[src/sv/olte_pkg.sv]
`default_nettype none
// ============================================================================
// olte_pkg
// shared types, codes and defaults of the ordered list table engine
// ============================================================================
package olte_pkg;

    localparam int DEF_CAPACITY   = 64;
    localparam int DEF_ELEM_WIDTH = 32;

    localparam int ACTION_W = 4;
    localparam int POS_W    = 7;
    localparam int VALUE_W  = 32;
    localparam int STATUS_W = 2;
    localparam int FIDX_W   = 6;
    localparam int LEN_W    = 7;

    localparam logic [ACTION_W-1:0] A_READ      = 4'd0;
    localparam logic [ACTION_W-1:0] A_FIND      = 4'd1;
    localparam logic [ACTION_W-1:0] A_MODIFY    = 4'd2;
    localparam logic [ACTION_W-1:0] A_INS_FRONT = 4'd3;
    localparam logic [ACTION_W-1:0] A_INS_BACK  = 4'd4;
    localparam logic [ACTION_W-1:0] A_INS_AT    = 4'd5;
    localparam logic [ACTION_W-1:0] A_DEL_AT    = 4'd6;
    localparam logic [ACTION_W-1:0] A_DEL_VALUE = 4'd7;
    localparam logic [ACTION_W-1:0] A_CLEAR     = 4'd8;

    localparam logic [STATUS_W-1:0] ST_OK       = 2'd0;
    localparam logic [STATUS_W-1:0] ST_RANGE    = 2'd1;
    localparam logic [STATUS_W-1:0] ST_NOTFOUND = 2'd2;
    localparam logic [STATUS_W-1:0] ST_FULL     = 2'd3;

    typedef enum logic [1:0] {
        OP_NONE   = 2'd0,
        OP_WRITE  = 2'd1,
        OP_INSERT = 2'd2,
        OP_DELETE = 2'd3
    } t_cell_op;

    typedef struct packed {
        logic [ACTION_W-1:0]       action;
        logic [POS_W-1:0]          position;
        logic signed [VALUE_W-1:0] value_in;
    } t_req;

    typedef struct packed {
        logic [STATUS_W-1:0]       status;
        logic signed [VALUE_W-1:0] value_out;
        logic [FIDX_W-1:0]         found_index;
        logic [LEN_W-1:0]          list_length;
        logic                      is_empty;
    } t_rsp;

endpackage
`default_nettype wire

[src/sv/olte_cell.sv]
`default_nettype none
// ============================================================================
// olte_cell
// one list slot: holds an element, compares it with the search key and
// shifts toward or away from its neighbors on insert and delete
// ============================================================================
module olte_cell #(
    parameter int ELEM_WIDTH = olte_pkg::DEF_ELEM_WIDTH,
    parameter int CNT_W      = 7,
    parameter int IDX        = 0
) (
    input  wire logic                  i_clk,
    input  wire logic                  i_match_en,
    input  wire logic [ELEM_WIDTH-1:0] i_key,
    input  wire logic [CNT_W-1:0]      i_count,
    input  wire olte_pkg::t_cell_op    i_op,
    input  wire logic [CNT_W-1:0]      i_tgt,
    input  wire logic [ELEM_WIDTH-1:0] i_wdata,
    input  wire logic [ELEM_WIDTH-1:0] i_left,
    input  wire logic [ELEM_WIDTH-1:0] i_right,
    output logic [ELEM_WIDTH-1:0]      o_value,
    output logic                       o_match
);

    localparam logic [CNT_W-1:0] IDX_C  = CNT_W'(IDX);
    localparam logic [CNT_W-1:0] IDX_P1 = CNT_W'(IDX + 1);

    logic [ELEM_WIDTH-1:0] r_value;
    logic [ELEM_WIDTH-1:0] n_value;
    logic                  r_match;

    always_comb begin
        n_value = r_value;
        case (i_op)
            olte_pkg::OP_WRITE: begin
                if (IDX_C == i_tgt) begin
                    n_value = i_wdata;
                end
            end
            olte_pkg::OP_INSERT: begin
                if (IDX_C == i_tgt) begin
                    n_value = i_wdata;
                end else if (IDX_C > i_tgt && IDX_C <= i_count) begin
                    n_value = i_left;
                end
            end
            olte_pkg::OP_DELETE: begin
                if (IDX_C >= i_tgt && IDX_P1 < i_count) begin
                    n_value = i_right;
                end
            end
            default: begin
                n_value = r_value;
            end
        endcase
    end

    always_ff @(posedge i_clk) begin
        r_value <= n_value;
        if (i_match_en) begin
            r_match <= (r_value == i_key) && (IDX_C < i_count);
        end
    end

    assign o_value = r_value;
    assign o_match = r_match;

endmodule
`default_nettype wire

[config.mk]
export PLATFORM = sky130hd
export DESIGN_NAME = olte_cell
export DESIGN_NICKNAME = d
export VERILOG_FILES = /design/src/sv/olte_pkg.sv /design/src/sv/olte_cell.sv
export SDC_FILE = /design/constraint.sdc
export NUM_CORES = 1
export LEC_CHECK = 0
export BUFFER_PORTS_ARGS = -buffer_cell sky130_fd_sc_hd__buf_2
export CAP_MARGIN = 20
export CORE_UTILIZATION = 30
export DETAILED_ROUTE_END_ITERATION = 8
export PLACE_DENSITY = 0.7
export SYNTH_ARGS = -nofsm -noshare
export SYNTH_HDL_FRONTEND = slang
export SYNTH_SLANG_ARGS = --single-unit
[constraint.sdc]
create_clock -name i_clk -period 3.8 [get_ports i_clk]
set_clock_uncertainty 0.2 [all_clocks]
set_input_delay 0.19 -clock i_clk [delete_from_list [all_inputs] [get_ports i_clk]]
set_output_delay 0.19 -clock i_clk [all_outputs]
set_load 0.02 [all_outputs]
# --- Yosys cells after proc, flatten, opt, wreduce, memory -nomap -nowiden ---
# Index checks and enable logic that the tools add are counted.
word_totals:
  wordCells: 25
  input_bits: 146
  out_inout_bits: 33
  reg_bits: 33
op_classes:
  n_reduce_logical: 6
  n_lt_le_gt_ge: 5
  eq_ne: 7
  mux: 5
ops:
  columns: ["cell", "n"]
  rows:
  - ["32-bit two-way mux", 4]
  - ["32-bit one-hot mux with 3 select lines", 1]
  - ["32-bit equality test", 1]
  - ["1-bit by 7-bit < comparator with 1-bit output (first input constant)", 2]
  - ["1-bit by 7-bit greater-or-equal comparator with 1-bit output (first input constant)", 1]
  - ["1-bit by 7-bit > comparator with 1-bit output (first input constant)", 1]
  - ["1-bit by 7-bit less-or-equal comparator with 1-bit output (first input constant)", 1]
  - ["7-bit logical NOT", 1]
  - ["2-bit equality test (second input constant)", 2]
  - ["2-bit inequality test (second input constant)", 2]
  - ["4-bit AND reduction", 1]
  - ["1-bit logical AND", 3]
  - ["3-bit inequality test (second input constant)", 1]
  - ["3-bit nonzero test", 1]
  - ["2-bit by 1-bit equality test with 1-bit output (second input constant)", 1]

# --- Longest topological paths before layout ---
depth:
  ltp_word: 5
  mapped_depth: 6
  mapped_depth_nobuf: 5

# --- Worst setup path after synthesis ---
# No wires, ideal clock.
synth_path:
  path_type: "input -> register"
  from: "input port i_op[0]"
  to: "register r_value[0], in the netlist o_value[0], enable pin"
  setup_slack_ns: -0.143
  arrival_ns: 3.271
  path_buffers: 2
  cell_stages: 4
  required_time_ns: 3.128
  path_cell_list: "ha_1 -> clkbuf_1 -> clkbuf_1 -> o32ai_1"
synth_via:
  elab_chain_cells: 3
synth_lines:
  columns: ["element", "line", "rtl"]
  rows:
  - ["from (decl)", "olte_cell.sv:16", "input wire olte_pkg::t_cell_op i_op,"]
  - ["2-bit equality test / 2-bit by 1-bit equality test with 1-bit output (equally long branches)", "olte_cell.sv:34", "case (i_op)"]
  - ["3-bit inequality test (no source line) (tied with other cells)", null, null]
  - ["4-bit AND reduction (no source line) *", null, null]
  - ["to (signal assigned)", "olte_cell.sv:59", "r_value <= n_value;"]
  - ["to (decl)", "olte_cell.sv:28", "logic [ELEM_WIDTH-1:0] r_value;"]
# Mark *: on every way between the ends. The rest lies on a longest branch, timed or not.
# A chain may end at the register's enable or synchronous reset.

# --- Worst setup path after layout ---
layout_path:
  from: "input port i_tgt[3]"
  to: "register r_value[19], in the netlist o_value[19], enable pin"
layout_via:
  elab_chain_cells: 4
layout_lines:
  columns: ["element", "line", "rtl"]
  rows:
  - ["from (decl)", "olte_cell.sv:17", "input wire logic [CNT_W-1:0] i_tgt,"]
  - ["1-bit by 7-bit > comparator with 1-bit output / 1-bit by 7-bit greater-or-equal comparator with 1-bit output (equally long branches)", "olte_cell.sv:43, olte_cell.sv:48", null]
  - ["1-bit logical AND, on equally long branches", "olte_cell.sv:43, olte_cell.sv:48", null]
  - ["3-bit inequality test (no source line) / 2-bit inequality test (equally long branches)", null, null]
  - ["4-bit AND reduction (no source line) *", null, null]
# Marked as above.

==> results.yml <==
detailed_routing:
  vias: 2273
  drt-initial-drc-count: 57
  ant_nets: 0
  post_drt_via_cell_ratio: 4.74
  dr.pass1.iters: 4
  routed_wl_um: 6820
  drc: 0
  routedWlPerCell_um: 14.2
logic_synthesis:
  synth_edf_count: 33
  ys_seq_elements: 33
  synth_fp_nets: 351
  ys_types: 20
  yosys_warnings: 0
  yosys_most_used_dff: "edfxtp_1"
  avgSynthCellArea_um2: 11.1
  netlist.area_leader.share_pct: 44.1
  yosysTopAreaCell: "edfxtp_1"
  netlist_area_um2: 2250
  ys_async_sr_fraction_pct: 0
  syn_inst: 202
  synth.area.top_cells: "edfxtp_1, mux2i_1, xor2_1, a22oi_1, o21ai_1"
  ys_seq_area_share_pct: 44.1
layout:
  nets: 529
  nFillCells: 699
  antenna_cells: 0
  drive_gt1_share_pct: 50.9
  final_cell_mix: "buf_2, edfxtp_1, mux2i_1, a22oi_1, xor2_1"
  final_common_cell: "buf_2"
  synthToLayoutAreaGrowth_pct: 49.7
pwr:
  power_leakage_uw: 0.00172
  vdd_drop_max_v: 0.000134
  pwr_density_cell_nw_per_um2: 331
clock_tree:
  post_cts_buffers: 0
  cts_root_buf: "clkbuf_8"
  cts_max_path_buffers: 2
  tritoncts: "yes"
  postCtsHoldBufs: 1
  cts_sinks: 33
  cts_resized: 0
  clk_pin_slew_worst_paths_ns: 0.07
  clk_latency_ns: 0.28
  cts_buffers: 5
  htreeDepth: 2
sta:
  slew-limit-headroom_pct: 35.7
  rsz0062_at_grt: "false"
  fmax_mhz: 434
  post-route-period-util_pct: 60.6
  worst_pin_slew_ns: 0.964
  fin_crit_ns: 2.30
  tns_ns: 0
  worst_slack_ns: 1.50
  slew_violations: 0
  finalSetupViolations: 0
  hold_violations: 0
global_route:
  grt_max_degree: 35
  grt_pass1_vias: 2047
  antenna_found_initial: 0
  grt.total_usage_pct: 16.8
  gr-total-overflow: 0
  grt_pass1_wl_um: 9610
placement:
  routabilityCongestion: 0.876
  port_buffers: 178
  dp_slack_ns: 1.15
  dp_hpwl_um: 5560
floorplan:
  die-width_um: 88.6
  initial_core_util_pct: 31.0
  core_area_um2: 7250
  ioPinCount: 179
  fp-row-count: 31
  dieHeight_um: 88.6
  dieArea_um2: 7840
hold_path:
  hold_class: "input port to flip-flop"
critical_path:
  crit_path_start_kind: "input port"
  crit_arrival_ns: 2.08
  cp_data_required_time_ns: 3.58
  cp-end-kind: "flip-flop"
  critPathMaxFanout: 34
  critPathKind: "input port to flip-flop"
status:
  status: "completed"
job:
  drv_cap: 0
==> power by group <==
group | switching (uW) | internal [uW]
combinational | 171 | 141
sequential | 30.6 | 455
clock | 124 | 193
total | 325 | 788
==> final timing paths <==
check,startpoint,end,slack (ns),cells after the start
worst max-delay path,i_tgt[3],o_value[19],1.50,7
worst min-delay path,i_right[18],o_value[18],0.03,3
worst max register to register,o_value[1],o_match,2.09,4
worst min register to register,o_value[27],o_match,0.68,4
==> per-stage QoR <==
stage | utilization (%) | total power [uW] | cell area [um^2] | instances | hold WS, ns
global placement | 44.8 | 800 | 3250 | 471 | 0.190
detailed placement | 44.8 | 807 | 3250 | 471 | 0.190
global route | 46.4 | 1180 | 3370 | 480 | 0.0355
finish | 46.4 | 1110 | 3370 | 480 | 0.0251
floorplan | - | 648 | 2260 | 202 | 0.102
CTS | 46.4 | 1130 | 3370 | 480 | 0.0184
==> registers in the layout, summed over array words and instances (netlist names) <==
name / count
o_match: 1
o_value: 32
==> final cells by class <==
class | count | area, um^2 | area share [%]
flip-flops and latches | 33 | 991 | 29.4
multi-input cells | 153 | 1190 | 35.4
well taps | 99 | 124 | 3.68
inverters | 3 | 11.3 | 0.334
clock inverters | 3 | 41.3 | 1.23
clock buffers | 5 | 68.8 | 2.04
repair buffers | 184 | 938 | 27.9
==> Yosys cell counts, types with 2 or more instances <==
library cell and instances:
nor3_1 2, ha_1 3, nor4_1 9, o21ai_1 29
inv_1 3, nand2_1 2, nand4_1 2, o21ai_0 3
nor2_1 3, edfxtp_1 33, buf_6 3, buf_2 3
mux2i_1 32, xor2_1 32, clkbuf_1 7, a22oi_1 32
==> layer usage <==
metal  track usage [%]  vias up  wire length [um]
met5                 0        -                 0
met4              5.43        0                78
met3              2.71        6               387
met2              30.3      102              3510
met1              20.3     1023              2850
li1                  -     1142                 -
==> cell families (layout without fill, tap and decap cells) <==
kind of cell	count (synthesis)	after routing	synth area share (%)
AO/OA/AOI/OAI	66	66	18.5
flip-flops	33	33	44.1
XOR/XNOR	32	32	12.5
multiplexers	32	32	14.2
AND/OR/NAND/NOR	20	20	5.18
buffers and inverters	16	195	3.84
adder cells (fa/ha/maj)	3	3	1.67
==> critical path, cell delays in order <==
cell	delay (ns)
buf_2	0.10
nor4_2	0.30
nand2_2	0.06
buf_4	0.32
o21a_1	0.21
o32ai_4	0.57
buf_4	0.32
(Power assumes the default switching activity.)
